<file path="config.mk">
export PLATFORM = sky130hd
export DESIGN_NAME = nupm_ctrl
export DESIGN_NICKNAME = d
export VERILOG_FILES = /design/src/rtl/core/nupm_pkg.sv /design/src/rtl/core/nupm_ctrl.sv
export SDC_FILE = /design/constraint.sdc
export NUM_CORES = 1
export LEC_CHECK = 0
export BUFFER_PORTS_ARGS = -buffer_cell sky130_fd_sc_hd__buf_2
export CORE_AREA = 2 2 39 41
export CTS_CLUSTER_SIZE = 28
export DETAILED_ROUTE_END_ITERATION = 10
export DIE_AREA = 0 0 41 43
export MAX_ROUTING_LAYER = met4
export SLEW_MARGIN = 5
export SYNTH_ARGS = -nofsm -noshare
export SYNTH_HDL_FRONTEND = slang
export SYNTH_SLANG_ARGS = --single-unit
</file>
<file path="constraint.sdc">
create_clock -name clk -period 1.7 [get_ports clk]
set_input_delay 0.34 -clock clk [delete_from_list [all_inputs] [get_ports clk]]
set_output_delay 0.34 -clock clk [all_outputs]
set_load 0.1 [all_outputs]
</file>
<file path="src/rtl/core/nupm_pkg.sv">
// shared constants and controller/datapath interface types for the palette matcher
package nupm_pkg;

    localparam int MAX_LEVELS   = 16;
    localparam int MAX_ENTRIES  = MAX_LEVELS * MAX_LEVELS * MAX_LEVELS;
    localparam int IDX_W        = $clog2(MAX_ENTRIES);
    localparam int LVL_W        = $clog2(MAX_LEVELS);
    localparam int CFG_W        = 5;
    localparam int LEVELS_RESET = 16;
    localparam int COORD_W      = 16;
    localparam int CHAN_W       = 8;
    localparam int SQ_W         = 2 * CHAN_W;
    localparam int DIST_W       = SQ_W + 2;

    typedef struct packed {
        logic accept;
        logic clear_en;
        logic scan_start;
        logic scan_en;
        logic commit;
    } nupm_cmd_t;

    typedef struct packed {
        logic clear_done;
        logic scan_done;
        logic out_free;
    } nupm_status_t;

endpackage

</file>
<file path="src/rtl/core/nupm_ctrl.sv">
// sequencing state machine: clear sweep, pixel intake, scan and commit
module nupm_ctrl (
    input  logic                  clk,
    input  logic                  rst_n,
    input  logic                  in_valid,
    input  logic                  first_pixel,
    output logic                  in_stall,
    output nupm_pkg::nupm_cmd_t    cmd,
    input  nupm_pkg::nupm_status_t status
);

    import nupm_pkg::*;

    typedef enum logic [3:0] {
        ST_CLEAR  = 4'b0001,
        ST_IDLE   = 4'b0010,
        ST_SCAN   = 4'b0100,
        ST_COMMIT = 4'b1000
    } state_t;

    state_t state_reg, state_next;
    logic   pend_reg, pend_next;

    always_comb
    begin
        state_next = state_reg;
        pend_next  = pend_reg;
        cmd        = '0;
        in_stall   = 1'b1;
        unique case (state_reg)
            ST_CLEAR:
            begin
                cmd.clear_en = 1'b1;
                if (status.clear_done)
                begin
                    pend_next = 1'b0;
                    if (pend_reg)
                    begin
                        cmd.scan_start = 1'b1;
                        state_next     = ST_SCAN;
                    end
                    else
                    begin
                        state_next = ST_IDLE;
                    end
                end
            end
            ST_IDLE:
            begin
                in_stall = 1'b0;
                if (in_valid)
                begin
                    cmd.accept = 1'b1;
                    if (first_pixel)
                    begin
                        pend_next  = 1'b1;
                        state_next = ST_CLEAR;
                    end
                    else
                    begin
                        cmd.scan_start = 1'b1;
                        state_next     = ST_SCAN;
                    end
                end
            end
            ST_SCAN:
            begin
                cmd.scan_en = 1'b1;
                if (status.scan_done)
                begin
                    state_next = ST_COMMIT;
                end
            end
            ST_COMMIT:
            begin
                if (status.out_free)
                begin
                    cmd.commit = 1'b1;
                    state_next = ST_IDLE;
                end
            end
            default:
            begin
                state_next = ST_CLEAR;
            end
        endcase
    end

    always_ff @(posedge clk or negedge rst_n)
    begin
        if (!rst_n)
        begin
            state_reg <= ST_CLEAR;
            pend_reg  <= 1'b0;
        end
        else
        begin
            state_reg <= state_next;
            pend_reg  <= pend_next;
        end
    end

endmodule

</file>
== Word-level counts from Yosys, hierarchy flattened ==
Index checks and enable logic that the tools add are counted.
Storage, ports and cells
  bits in registers: 5
  input bits: 7
  output and inout port bits: 6
  logic and storage cells: 37
Operators by class
  equal/unequal tests: 9
  mux-type cells: 23
  reduce and logical (&&, ||, !) cells: 3
Operators by type and width (number)
  4-bit two-way mux: 4
  4-bit case mux with 4 select lines: 1
  1-bit two-way mux: 14
  2-bit inequality test, second input constant: 5
  4-bit AND reduction: 2
  3-bit two-way mux: 2
  4-bit by 1-bit equality test with 1-bit output, second input constant: 1
  4-bit by 2-bit equality test with 1-bit output, second input constant: 1
  4-bit by 3-bit equality test with 1-bit output, second input constant: 1
  4-bit equality test, second input constant: 1
  1-bit case mux with 2 select lines: 2
  2-bit nonzero test: 1

== Logic depth before layout (Yosys ltp) ==
Gate-level depths: netlist (run 1).
  depth after elaboration: 3
  gate-level depth with buffers: 5
  depth with buffers taken out: 4

== Least setup slack after synthesis (run 1) ==
Ideal clock, no wire load.
  kind: reg2out
  start: reg state_reg[0]
  end: out cmd[2] in the netlist's numbering
  arrival time: 1.736 ns
  required time: 1.360 ns
  path slack: -0.376 ns
  cell stages (with the launch flop): 5
  buffers on the path: 1
  path through: dfstp_2 -> buf_6 -> nor4b_4 -> nand2_2 -> o22ai_2
RTL lines
  start, declared: line nupm_ctrl.sv:21  | state_t state_reg, state_next;
  start signal, assigned: line nupm_ctrl.sv:98  | state_reg <= state_next;
  end, declared: line nupm_ctrl.sv:8  | output nupm_pkg::nupm_cmd_t cmd,

==> results of run 1 <==
==> power by group <==
part / switching [mW] / total, mW / internal (mW)
registers: 0.0669 / 0.238 / 0.171
clock network: 0.0548 / 0.144 / 0.0891
logic: 0.582 / 1.04 / 0.462
total: 0.704 / 1.43 / 0.722
==> per-layer routing <==
layer	wire (um)	track usage	share of wire	vias up
met2	700	0.228	0.52	26
li1	-	-	-	215
met5	0	-	0	-
met3	74	0.0262	0.055	8
met4	80	0.133	0.060	0
met1	483	0.162	0.36	219
==> worst min-delay path by stage <==
stage / startpoint / end / slack (ps) / depth (start not counted)
2_1_floorplan: rst_n / pend_reg$_DFFE_PN0P_ / 40 / 0
3_3_place_gp: rst_n / pend_reg$_DFFE_PN0P_ / 150 / 1
3_5_place_dp: rst_n / state_reg[1]$_DFFE_PN0P_ / 160 / 1
4_1_cts: status[2] / state_reg[0]$_DFFE_PN1P_ / 320 / 2
5_1_grt: status[2] / state_reg[0]$_DFFE_PN1P_ / 330 / 2
6_report: status[2] / state_reg[0]$_DFFE_PN1P_ / 330 / 2
==> worst register-to-register path: cells and delay by family (launching register included) <==
family,cells,cell delay (ps)
flip-flops,1,580
AND/OR/NAND/NOR,1,40
AO/OA/AOI/OAI,3,600
buffers and inverters,2,230
==> metrics by stage <==
step	hold WS, ps	instances	utilization	power (mW)
6_report	325	90	0.524	1.43
5_1_grt	330	90	0.524	1.47
4_1_cts	320	81	0.463	1.25
3_5_place_dp	160	70	0.392	1.01
3_3_place_gp	154	70	0.392	1.00
2_1_floorplan	44.4	43	-	0.779
==> repair_timing <==
item                                    in CTS  in global routing
buffers inserted                             6                  9
endpoints found under the setup margin       5                  6
pin swaps                                    1                  5
resized for setup                            8                  7
hold buffers                                 1                  0
endpoints found under the hold margin        4                  0
==> cells by family (layout without fill, tap and decap cells) <==
group           after synthesis  count (layout)  share of synthesized area
flops                         5               5                      0.341
buf+inv                       6              37                     0.0811
compound gates               14              14                      0.247
simple gates                 18              18                      0.331
==> cell usage after synthesis (2+ instances only) <==
library cell / instances
a21oi_1: 2
dfrtp_1: 4
inv_1: 5
nor2_1: 5
nor2b_1: 2
nor3b_1: 3
o21ai_0: 2
o21ai_1: 2
o22ai_1: 3
==> layout make-up <==
cell class	count	area share
Timing Repair Buffer	28	0.386
Inverter	5	0.0345
Multi-Input combinational cell	32	0.336
Sequential cell	5	0.179
Clock buffer	4	0.0362
Tap cell	16	0.0276
==> results.cfg, run 1 <==
[outcome]
status = finished with violations
violations = setup timing

[finish]
drive_above_1_share = 0.635
syn_to_final_growth_pct = 95.9
fill_cells = 120
final_cell_mix = 13 x buf_4, 6 x buf_2, 6 x buf_12
diodes = 0
fin_nets = 82
ff_latch_area_um2 = 130
largest_reg_flops = 4
design_area_um2 = 726
final_common_cell = buf_4
multi_input_area_um2 = 244

[floorplanning]
die_area_um2 = 1760
initial_core_util = 0.268
die_w_um = 41
ios = 13
row_count = 14
die_h_um = 43
core-area_um2 = 1380

[synth]
syn_area_um2 = 370
synth_top_area_share = 0.270
synth_ff_type = dfrtp_1
yosys.area.top_type = dfrtp_1
synth-async-reset-ratio = 1.00
ys_ff_latch = 5
ys_seq_area_frac = 0.341
synth_area_leaders = dfrtp_1 27%, dfstp_2 7.1%, nor4b_4 6.4%
synth.distinct_cells = 24
syn-mean-instance-area_um2 = 8.61
synth_fp_nets = 50
synth-edff-count = 0
synthCells = 43
yosysWarnings = 0

[place]
pre_cts_ws_ps = 48.3
dp_hpwl_um = 759
place_area_um2 = 543
routabilityCongestion = 0.797
io_buffers = 12

[critical_path]
rr_startpoint = state_reg[0]$_DFFE_PN1P_
start_kind = register
reg2regPathDepth = 6
r2r-end = state_reg[1]$_DFFE_PN0P_
crit_end = cmd[2]
slowest_stage = dfrtp_2
cp_cell_sequence = nor2_2, nand3b_1, o22ai_4, buf_12
worstSetupPathDepth = 4
endpoint_kind = output port
crit_fanout = 4
critPathTopFamily = flip-flops
crit_path_max_incr_delay_ps = 450
critPathBufInv = 1
critPathLaunch = state_reg[2]$_DFFE_PN0P_
crit_arrival_ps = 1530
crit_type = reg2out
rrSetupSlack_ps = 130
worstPathRequired_ps = 1360

[clock_network]
cts_buffer_depth = 2
cts_tree = yes
cts_root_buffer = clkbuf_4
cts_max_level = 1
clk_latency_ps = 250
cts_made_buffers = 3
clock_sinks = 5
clk_pin_slew_ps = 40

[drt]
vias_per_cell = 5.20
final_antenna_net_count = 0
post-route-drc-count = 0
vias = 468
routedWlPerCell_um = 14.9
drt_first_pass_iters = 4
drt-total-wl_um = 1340
first_iter_violations = 5

[grt]
grt_overflow = 0
grt_pass1_wl_um = 1730
first_global_vias = 425
grt_max_degree = 10
track_usage = 0.153
antenna_found_initial = 0

[timing]
report.final.setup_viol = 5
rsz0062_at_grt = true
slew_violations = 0
fin_skew_ps = 6.52
hold_violations = 0
fin_crit_sh = 1.10
fin_setup_tns_ps = -535
max_slew.worst_pin.slew_ps = 303
slew_headroom = 0.797
period_needed_ps = 1870
finalWorstSetupSlack_ps = -170
max_freq_mhz = 535

[power_and_ir_drop]
power_density_nw_per_um2 = 1960
peakVddDrop_mv = 0.772
leakagePower_nw = 0.328

[worst_hold_path]
worstHoldPathType = in2reg

[run]
maxCapViolations = 0
Power figures use the tool's default switching activity.
==> inputs of run 2 (changes only) <==
- GPL_ROUTABILITY_DRIVEN: unset -> 0
- PLACE_DENSITY_LB_ADDON: unset -> 0.12
==> results.cfg, run 2 (same netlist as run 1, synthesis figures left out) <==
[outcome]
violations = setup timing
status = finished with violations

[clock_network]
cts_buffer_depth = 2
cts_root_buffer = clkbuf_4
cts_max_level = 1
clk_pin_slew_ps = 40
cts_made_buffers = 3
cts_tree = yes
clk_latency_ps = 240
clock_sinks = 5

[power_and_ir_drop]
p_total_mw = 1.30
power_density_nw_per_um2 = 1920
power_frac_comb = 0.726
peakVddDrop_mv = 0.657
seq_power_share = 0.172
p_clk_frac = 0.103
leakagePower_nw = 0.308
internal_power_uw = 664
p_sw_uw = 634
swShare = 0.488

[drt]
drt-total-wl_um = 1040
vias = 412
post-route-drc-count = 0
final_antenna_net_count = 0
first_iter_violations = 5
vias_per_cell = 4.85
routedWlPerCell_um = 12.2
drt_first_pass_iters = 2

[critical_path]
start_kind = register
cp_cell_sequence = nand3b_1, o22ai_4, buf_12
endpoint_kind = output port
rr_startpoint = state_reg[0]$_DFFE_PN1P_
rrSetupSlack_ps = 290
reg2regPathDepth = 5
r2r-end = pend_reg$_DFFE_PN0P_
slowest_stage = dfstp_2
worstPathRequired_ps = 1360
crit_type = reg2out
crit_arrival_ps = 1460
crit_path_max_incr_delay_ps = 570
crit_fanout = 3

[run]
maxCapViolations = 0

[timing]
fin_skew_ps = 5.23
slew_headroom = 0.805
period_needed_ps = 1800
max_freq_mhz = 555
hold_violations = 0
finalWorstSetupSlack_ps = -100
fin_crit_sh = 1.06
rsz0062_at_grt = true
slew_violations = 0
max_slew.worst_pin.slew_ps = 292
report.final.setup_viol = 3
finalHoldWorstSlack_ps = 303

[grt]
grt_max_degree = 8
grt_overflow = 0
grt_pass1_wl_um = 1650
first_global_vias = 390
antenna_found_initial = 0
track_usage = 0.143

[worst_hold_path]
worstHoldStart = status[2]
min_to = state_reg[0]$_DFFE_PN1P_
hold_depth = 2
worstHoldPathType = in2reg

[floorplanning]
ios = 13
initial_core_util = 0.268
die_w_um = 41
row_count = 14
core-area_um2 = 1380
die_h_um = 43
die_area_um2 = 1760

[finish]
diodes = 0
final_common_cell = buf_4
largest_reg_flops = 4
drive_above_1_share = 0.565
syn_to_final_growth_pct = 82.8
final_cell_mix = 9 x buf_4, 6 x buf_2, 6 x buf_12
fin_nets = 77

[place]
io_buffers = 12
dp_hpwl_um = 787
-- run 2: worst max-delay path, delay by kind of cell (launching register included) --
kind	cells	cell delay, ps
AOI/OAI and AO/OA	1	210
DFF	1	570
and+or+nand+nor	1	230
buffers and inverters	1	200
-- run 2: routing by layer --
| layer | track usage | vias to the layer above | wire length [um] | share of wire |
|---|---|---|---|---|
| li1 | - | 205 | - | - |
| met2 | 0.216 | 13 | 532 | 0.51 |
| met4 | 0.0400 | 0 | 0 | 0 |
| met3 | 0.0471 | 0 | 56 | 0.054 |
| met1 | 0.178 | 194 | 450 | 0.43 |
| met5 | - | - | 0 | 0 |
-- run 2: metrics by stage --
step,util,instance area (um^2),setup WS (ps),std cells,setup TNS [ps]
after detailed placement,0.403,558,41.5,72,0
after floorplan,-,384,-128,43,-229
final,0.489,677,-100,85,-168
after global routing,0.489,677,-174,85,-441
after CTS,0.464,642,-133,82,-308
after global placement,0.403,558,93.6,72,0
-- run 2: cell type report --
class                      count  area (um^2)
tap                           16         20.0
sequential                     5          129
fill                         139          707
timing repair buffer          23          239
clock buffer                   4         26.3
inverter                       5         25.0
multi-input combinational     32          238
-- run 2: power by group through the flow --
stage | clock [mW] | sequential, mW | combinational, mW
final | 0.133 | 0.223 | 0.942
after global routing | 0.150 | 0.228 | 1.00
after CTS | 0.142 | 0.220 | 0.879
after detailed placement | 0 | 0.220 | 0.818
after global placement | 0 | 0.219 | 0.824
after floorplan | 0 | 0.201 | 0.578
-- run 2: repair_timing --
action	4_1_cts	5_1_grt
endpoints found under the setup margin	6	6
hold buffers	1	0
buffers inserted	5	4
endpoints found under the hold margin	4	0
pin swaps	3	3
resized for setup	6	4
-- run 2: worst max-delay path by stage --
| stage | startpoint | end | slack (ps) | cells after the start |
|---|---|---|---|---|
| 6_report | state_reg[0]$_DFFE_PN1P_ | cmd[2] | -100 | 3 |
| 5_1_grt | state_reg[3]$_DFFE_PN0P_ | cmd[2] | -170 | 4 |
| 4_1_cts | state_reg[3]$_DFFE_PN0P_ | cmd[2] | -130 | 4 |
| 3_5_place_dp | state_reg[3]$_DFFE_PN0P_ | cmd[2] | 40 | 4 |
| 3_3_place_gp | state_reg[3]$_DFFE_PN0P_ | cmd[2] | 90 | 4 |
| 2_1_floorplan | state_reg[0]$_DFFE_PN1P_ | cmd[4] | -130 | 4 |
==> inputs of run 3 (changes only) <==
- CELL_PAD_IN_SITES_DETAIL_PLACEMENT: unset -> 1
- CELL_PAD_IN_SITES_GLOBAL_PLACEMENT: unset -> 1
==> results.cfg, run 3 (same netlist as run 1, synthesis figures left out) <==
[critical_path]
reg2regPathDepth = 5
critPathLaunch = state_reg[3]$_DFFE_PN0P_
crit_arrival_ps = 1490
r2r-end = state_reg[1]$_DFFE_PN0P_
worstPathRequired_ps = 1360
start_kind = register
crit_fanout = 3
crit_type = reg2out
crit_end = cmd[2]
rrSetupSlack_ps = 160
endpoint_kind = output port
crit_path_max_incr_delay_ps = 420
cp_cell_sequence = nor4b_4, nand2_2, o22ai_4, buf_12
rr_startpoint = state_reg[0]$_DFFE_PN1P_
slowest_stage = dfrtp_1

[timing]
slew_headroom = 0.817
max_slew.worst_pin.slew_ps = 274
rsz0062_at_grt = true
period_needed_ps = 1830
finalWorstSetupSlack_ps = -130
report.final.setup_viol = 4
fin_skew_ps = 0.959
max_freq_mhz = 546
finalHoldWorstSlack_ps = 323
slew_violations = 0
fin_crit_sh = 1.08
hold_violations = 0

[finish]
fin_nets = 80
largest_reg_flops = 4
ff_latch_area_um2 = 128
design_area_um2 = 701
diodes = 0
final_cell_mix = 13 x buf_4, 6 x buf_2, 6 x buf_12
multi_input_area_um2 = 244
drive_above_1_share = 0.597
syn_to_final_growth_pct = 89.2
final_common_cell = buf_4
fill_cells = 173
utilization = 0.506

[outcome]
status = finished with violations
violations = setup timing

[floorplanning]
die_h_um = 43
row_count = 14
ios = 13
die_w_um = 41
core-area_um2 = 1380
die_area_um2 = 1760
initial_core_util = 0.268

[power_and_ir_drop]
power_frac_comb = 0.742
peakVddDrop_mv = 0.874
p_total_mw = 1.35
swShare = 0.496
p_clk_frac = 0.098
leakagePower_nw = 0.318
seq_power_share = 0.160
power_density_nw_per_um2 = 1930
p_sw_uw = 670
internal_power_uw = 680

[grt]
track_usage = 0.163
grt_max_degree = 8
antenna_found_initial = 0
first_global_vias = 439
grt_overflow = 0
grt_pass1_wl_um = 1850

[clock_network]
cts_max_level = 1
clock_sinks = 5
cts_tree = yes
cts_made_buffers = 3
cts_root_buffer = clkbuf_4
clk_latency_ps = 240
clk_pin_slew_ps = 40
cts_buffer_depth = 2

[drt]
first_iter_violations = 0
final_antenna_net_count = 0
vias_per_cell = 4.75
post-route-drc-count = 0
routedWlPerCell_um = 13.8
drt_first_pass_iters = 1
drt-total-wl_um = 1220
vias = 418

[worst_hold_path]
worstHoldPathType = in2reg

[place]
io_buffers = 12
place_area_um2 = 581
pre_cts_ws_ps = 76.2
dp_hpwl_um = 861

[run]
maxCapViolations = 0
[run 3: routing by layer]
layer,track usage,share of wire
met5,-,0
met4,0.0600,0.0074
met2,0.259,0.53
met3,0.0314,0.016
met1,0.195,0.44
[run 3: critical path: cells and delay by family, from the launching register on]
kind / cells / cell delay [ps]
and+or+nand+nor: 2 / 430
DFF: 1 / 420
buffers and inverters: 1 / 200
AOI/OAI and AO/OA: 1 / 190
[run 3: per-stage QoR]
| step | std cells | TNS, ps |
|---|---|---|
| 4_1_cts | 81 | -226 |
| 6_report | 88 | -266 |
| 5_1_grt | 88 | -495 |
| 3_3_place_gp | 75 | 0 |
| 2_1_floorplan | 43 | -229 |
| 3_5_place_dp | 75 | 0 |
[run 3: worst min-delay path by stage]
stage / start / endpoint / slack, ps / depth (start not counted)
after detailed placement: rst_n / state_reg[1]$_DFFE_PN0P_ / 160 / 1
after global routing: status[2] / state_reg[0]$_DFFE_PN1P_ / 330 / 2
after floorplan: rst_n / pend_reg$_DFFE_PN0P_ / 40 / 0
final: status[2] / state_reg[0]$_DFFE_PN1P_ / 320 / 2
after CTS: status[2] / state_reg[0]$_DFFE_PN1P_ / 320 / 2
after global placement: rst_n / state_reg[1]$_DFFE_PN0P_ / 160 / 1
[run 3: what timing repair did]
item	CTS	global route
buffers inserted	1	9
hold endpoints to repair	4	0
hold buffers	1	0
gates resized for setup	6	6
endpoints found under the setup margin	5	6
pin swaps	1	3
gates cloned	0	0
[run 3: cell type report]
class	count	area share
Timing Repair Buffer	26	0.368
Inverter	5	0.0357
Tap cell	16	0.0286
Sequential cell	5	0.182
Clock buffer	4	0.0375
Multi-Input combinational cell	32	0.348
[run 3: power by group through the flow]
stage	combinational, mW	sequential (mW)	clock, mW
final	1.00	0.217	0.132
after global routing	1.05	0.222	0.146
after CTS	0.894	0.216	0.140
after detailed placement	0.852	0.215	0
after global placement	0.854	0.215	0
after floorplan	0.578	0.201	0
